==> config.mk <==
export PLATFORM = sky130hd
export DESIGN_NAME = bfia_ctrl
export DESIGN_NICKNAME = d
export VERILOG_FILES = /design/src/rtl/bfia_pkg.sv /design/src/rtl/bfia_ctrl.sv
export SDC_FILE = /design/constraint.sdc
export NUM_CORES = 1
export LEC_CHECK = 0
export ABC_AREA = 1
export BUFFER_PORTS_ARGS = -buffer_cell sky130_fd_sc_hd__buf_2
export CORE_UTILIZATION = 40
export CTS_CLUSTER_DIAMETER = 200
export CTS_CLUSTER_SIZE = 16
export DETAILED_ROUTE_END_ITERATION = 12
export PLACE_DENSITY_LB_ADDON = 0.3
export SLEW_MARGIN = 20
export SYNTH_ARGS = -nofsm -noshare
export SYNTH_HDL_FRONTEND = slang
export SYNTH_SLANG_ARGS = --single-unit
==> constraint.sdc <==
create_clock -name clock -period 1.8 [get_ports clock]
set_input_delay 0.36 -clock clock [delete_from_list [all_inputs] [get_ports clock]]
set_output_delay 0.36 -clock clock [all_outputs]
set_load 0.03 [all_outputs]
==> src/rtl/bfia_pkg.sv <==
// shared types and constants for the bidirectional flow id assigner
// used by bfia_ctrl, bfia_datapath and the core top level
package bfia_pkg;

   localparam int ADDR_W   = 64;
   localparam int PORT_W   = 16;
   localparam int NUM_W    = 8;
   localparam int KEY_W    = 4 * ADDR_W + 2 * PORT_W;

   typedef logic [KEY_W-1:0] key_type;

   typedef struct packed {
      logic load;
      logic rd_start;
      logic rd_next;
      logic write;
   } cmd_type;

   typedef struct packed {
      logic ip;
      logic scan_done;
      logic hit;
      logic full;
   } sts_type;

endpackage

==> src/rtl/bfia_ctrl.sv <==
// controller: sequences load, memory scan, insert and response
// depends on bfia_pkg
module bfia_ctrl (
   input  logic               clock,
   input  logic               reset,
   input  logic               req_valid,
   output logic               req_stall,
   output logic               rsp_valid,
   input  logic               rsp_stall,
   output bfia_pkg::cmd_type  cmd,
   input  bfia_pkg::sts_type  sts,
   input  logic [7:0]         number,
   output logic               rsp_stream_valid,
   output logic [7:0]         rsp_stream_number,
   output logic               rsp_new_stream,
   output logic               rsp_table_full
);
   import bfia_pkg::*;

   typedef enum logic [1:0] {IDLE, START, SCAN, RESP} state_type;
   state_type state_ff;

   assign req_stall = state_ff != IDLE;

   always_comb begin
      cmd = '0;
      cmd.load     = state_ff == IDLE && req_valid;
      cmd.rd_start = state_ff == START;
      cmd.rd_next  = state_ff == SCAN;
      cmd.write    = state_ff == SCAN && sts.ip && sts.scan_done && !sts.hit && !sts.full;
   end

   always_ff @(posedge clock) begin
      if (reset) begin
         state_ff  <= IDLE;
         rsp_valid <= 1'b0;
      end else begin
         unique case (state_ff)
            IDLE: if (req_valid) state_ff <= START;
            START: state_ff <= SCAN;
            SCAN: begin
               if (!sts.ip) begin
                  rsp_stream_valid  <= 1'b0;
                  rsp_stream_number <= '0;
                  rsp_new_stream    <= 1'b0;
                  rsp_table_full    <= 1'b0;
                  rsp_valid         <= 1'b1;
                  state_ff          <= RESP;
               end else if (sts.scan_done || sts.hit) begin
                  rsp_stream_valid  <= sts.hit || !sts.full;
                  rsp_stream_number <= (sts.hit || !sts.full) ? number : '0;
                  rsp_new_stream    <= !sts.hit && !sts.full;
                  rsp_table_full    <= !sts.hit && sts.full;
                  rsp_valid         <= 1'b1;
                  state_ff          <= RESP;
               end
            end
            RESP: if (!rsp_stall) begin
               rsp_valid <= 1'b0;
               state_ff  <= IDLE;
            end
            default: state_ff <= IDLE;
         endcase
      end
   end

   a_one_out: assert property (@(posedge clock) disable iff (reset)
      rsp_valid |-> state_ff == RESP) else $error("rsp_valid outside resp");
   a_no_take: assert property (@(posedge clock) disable iff (reset)
      rsp_valid |-> req_stall) else $error("input taken while result waits");
   a_excl: assert property (@(posedge clock) disable iff (reset)
      rsp_valid |-> !(rsp_new_stream && rsp_table_full)) else $error("new and full");

endmodule

Yosys cells after proc, flatten, opt, wreduce, memory -nomap -nowiden
Cells that the tools add are included. Widths: inputs -> output; s select.

Register bits after elaboration: 14. Latch bits: 0. RAM bits: 0. ROM bits: 0. Word-level logic and storage cells: 45. Memories: 0.

Add/sub/neg operators: 0. Multipliers: 0. Divide/modulo/power cells: 0. $lt $le $gt $ge: 0. Eq/ne operators: 7. Shift-type cells: 0. Multiplexer cells: 14. Bitwise logic cells: 1. Reductions and logical operators: 17.

Operator list (number): $mux 8 (2); $reduce_and 3->1 (3); $mux 2 (4); $pmux 2 s4 (1); $logic_and 1x1->1 (7); $mux 1 (6); $eq 2x2->1 const B (2); $ne 2x2->1 const B (2); $reduce_bool 2->1 (2); $ne 3x2->1 const B (1); $eq 2x1->1 const B (1); $logic_not 1->1 (2); $logic_not 2->1 (1); $logic_or 1x1->1 (2); $ne 2x1->1 const B (1); $pmux 1 s2 (1); $not 1->1 (1).

Longest topological paths before layout
Word-level depth: 5. Mapped depth: 8. Mapped depth without buffers: 8.

Least setup slack after synthesis
OpenSTA, ideal clock, no wires.

Path type: reg2reg. From: reg state_ff[0]. To: reg rsp_new_stream (enable). Data arrival time: 1.829 ns. Slack: -0.426 ns. Cell stages (with the launch flop): 5. Path buffers: 0. Path through: dfxtp_1 -> inv_1 -> ha_1 -> inv_1 -> a211oi_1.

RTL lines: start, declared (RTL line bfia_ctrl.sv:21) `state_type state_ff;`; start signal, assigned (RTL line bfia_ctrl.sv:35) `state_ff <= IDLE;`; start signal, assigned (RTL line bfia_ctrl.sv:39) `IDLE: if (req_valid) state_ff <= START;`; start signal, assigned (RTL line bfia_ctrl.sv:40) `START: state_ff <= SCAN;`; end signal, assigned (RTL line bfia_ctrl.sv:52) `rsp_new_stream <= !sts.hit && !sts.full;`; end, declared (RTL line bfia_ctrl.sv:15) `output logic rsp_new_stream,`.

==> key figures <==
CTS
  – CTS tree: built
  – # hold bufs at CTS: 0
  – H-Tree Depth: 1
  – Clk pin slew, worst setup/hold paths: 0.09 ns
  – Root Buffer: clkbuf_4
  – Clk sinks: 14
  – TritonCTS Buffers: 3
  – Clock Latency Late Sink: 0.27 ns
  – Longest Clk Path Bufs: 2

Placement
  – Dpl cell area: 923 um^2
  – Post-DP HPWL: 1.07 mm
  – I/O Buffers: 32
  – Final Wtd Congestion: 0.784

Routing
  – Wire length per cell: 9.81 um
  – Antenna Nets Post-Route: 0
  – Number of vias per cell: 4.55
  – Routed wire length on met2: 674 um
  – Met1 WL: 561 um
  – Top sig layer: met4
  – Total number of vias: 610
  – Met3 wire len: 70 um
  – DR iter-0 viols: 12
  – DR DRC count: 2
  – WL final: 1.32 mm
  – DRT Pass-1 Iters: 8

Worst setup path
  – Critical Path Fanout Max: 4
  – Req. time, crit path: 1.44 ns
  – CP max-delay cell: dfxtp_1
  – CP Launch Point: state_ff[1]
  – Crit start category: flop
  – Critical path class: reg2out
  – CP Data Arrival Time: 1.29 ns
  – Critical Path Max Stage Delay: 0.43 ns
  – RR Startpoint: state_ff[0]
  – CP Capture Type: output pin
  – Crit-path cells: inv_1 -> ha_1 -> nand2_1 -> inv_1 -> buf_2
  – Most used cell, CP: inv_1

Global routing
  – Grt ovf: 0
  – First-pass GRT wire length: 2.08 mm
  – GRT Total Usage: 14.8%
  – Pin count of the biggest net entering global routing: 12
  – Vias in the first global route: 534
  – Antenna violations before repair: 0

Logic synthesis
  – FF+latch count, synth: 14
  – Register area share after synthesis: 55.1%
  – Syn nets: 102
  – Synthesis Warnings: 0
  – Post-Syn Area per Cell: 8.74 um^2
  – Synth Instances: 81
  – Synthesized area: 708 um^2
  – Unique masters post-synth: 15

Floorplan
  – DIE AREA: 1940 um^2
  – Initial core utilization: 44.9%
  – Die X: 44.1 um
  – Ports: 33
  – Chip Height: 44.1 um
  – Num rows: 14
  – Core area: 1580 um^2

Pwr
  – VDD IR max: 0.743 mV
  – P_leak: 0.524 nW
  – PwrDens: 1230 nW/um^2

Final layout
  – Most frequent cells in the layout: buf_2, nor2_1, inv_1
  – Syn-to-layout area delta: 38.0%
  – Most common cell after layout, fill and taps aside: buf_2
  – Final instance area: 977 um^2
  – Antenna cells: 0
  – Layout cells sized above 1: 39.0%
  – Total Nets Final: 140

Timing
  – Final Cycle Share: 91.8%
  – Setup-failing EPs final: 0
  – Max-slew violations: 0
  – Unrepaired setup endpoints after global routing: false
  – Worst slew margin: 81.2%
  – Clock skew: 0.00136 ns
  – Tmin final: 1.65 ns
  – Setup tns final: 0 ns
  – Final Hold Vio Count: 0
  – Worst slew pin tran: 0.280 ns
  – Max frequency: 605 MHz

Hold path
  – Hold Crit Class: in2reg
  – Min-delay src: number[4]

Run status
  – Outcome: finished with violations
  – Violated checks: design-rule violations

Job
  – Number of max-cap violations: 0
[synth_stat cells]
cell / number / area (um^2)
edfxtp_1: 11 / 330
nor2_1: 21 / 78.8
a211oi_1: 1 / 7.51
inv_1: 20 / 75.1
a21oi_1: 1 / 5.00
inv_2: 2 / 7.51
nor4_1: 1 / 6.26
nand2_2: 1 / 6.26
a21oi_2: 1 / 8.76
nor3_1: 1 / 5.00
nand3_1: 2 / 10.0
ha_1: 5 / 62.6
dfxtp_1: 3 / 60.1
nand3b_1: 1 / 7.51
nand2_1: 10 / 37.5
[metal layers]
metal,GRT usage [%],up-vias
met5,0,-
met1,17.2,271
met2,25.3,19
li1,-,318
met4,7.27,0
met3,3.67,2
[layout make-up]
class,instances,area (um^2)
multi-input cells,45,278
flip-flops and latches,14,390
inverters,22,82.6
clock buffers,4,36.3
fillers,141,599
repair buffers,33,170
well taps,16,20.0
[per-stage QoR]
stage | std cells | util, % | setup slack (ns) | total power [W] | hold slack (ns)
finish | 134 | 62.0 | 0.147 | 0.00120 | 0.379
global route | 134 | 62.0 | 0.0531 | 0.00128 | 0.378
CTS | 134 | 61.2 | 0.0329 | 0.00120 | 0.374
detailed placement | 130 | 58.6 | 0.291 | 0.000966 | 0.497
global placement | 130 | 58.6 | 0.337 | 0.000955 | 0.488
floorplan | 81 | - | 0.0515 | 0.000831 | 0.497
[power by group]
group | switching, W | total [W] | internal, W
Sequential | 0.0000361 | 0.000448 | 0.000412
Combinational | 0.000360 | 0.000531 | 0.000171
Clock | 0.000103 | 0.000226 | 0.000123
[worst max-delay path, delay by kind of cell (launching register included)]
family / cells / cell delay, ns
and+or+nand+nor: 1 / 0.07
DFF: 1 / 0.43
buffers and inverters: 3 / 0.31
adders and majority gates: 1 / 0.21
[registers in the layout (all words and copies together) (netlist names)]
| register | flops |
|---|---|
| rsp_stream_number | 8 |
| state_ff | 2 |
| rsp_new_stream | 1 |
| rsp_stream_valid | 1 |
| rsp_table_full | 1 |
| rsp_valid | 1 |
[final timing paths]
kind / end / cells after the start / slack [ns]
worst max-delay path: cmd[3] / 5 / 0.15
worst min-delay path: rsp_stream_number[4] / 3 / 0.38
worst max register to register: rsp_stream_number[5] / 5 / 0.41
worst min register to register: rsp_valid / 2 / 0.53
[kinds of logic after synthesis]
logic type      after synthesis  share of synthesized area [%]
compound gates                3                           3.00
fa+ha+maj                     5                           8.83
buf+inv                      22                           11.7
flops                        14                           55.1
simple gates                 37                           21.4
[repair_timing]
item	CTS	global route
setup endpoints to repair	1	1
buffers inserted	0	0
gates resized for setup	2	3
Power figures use the tool's default switching activity.
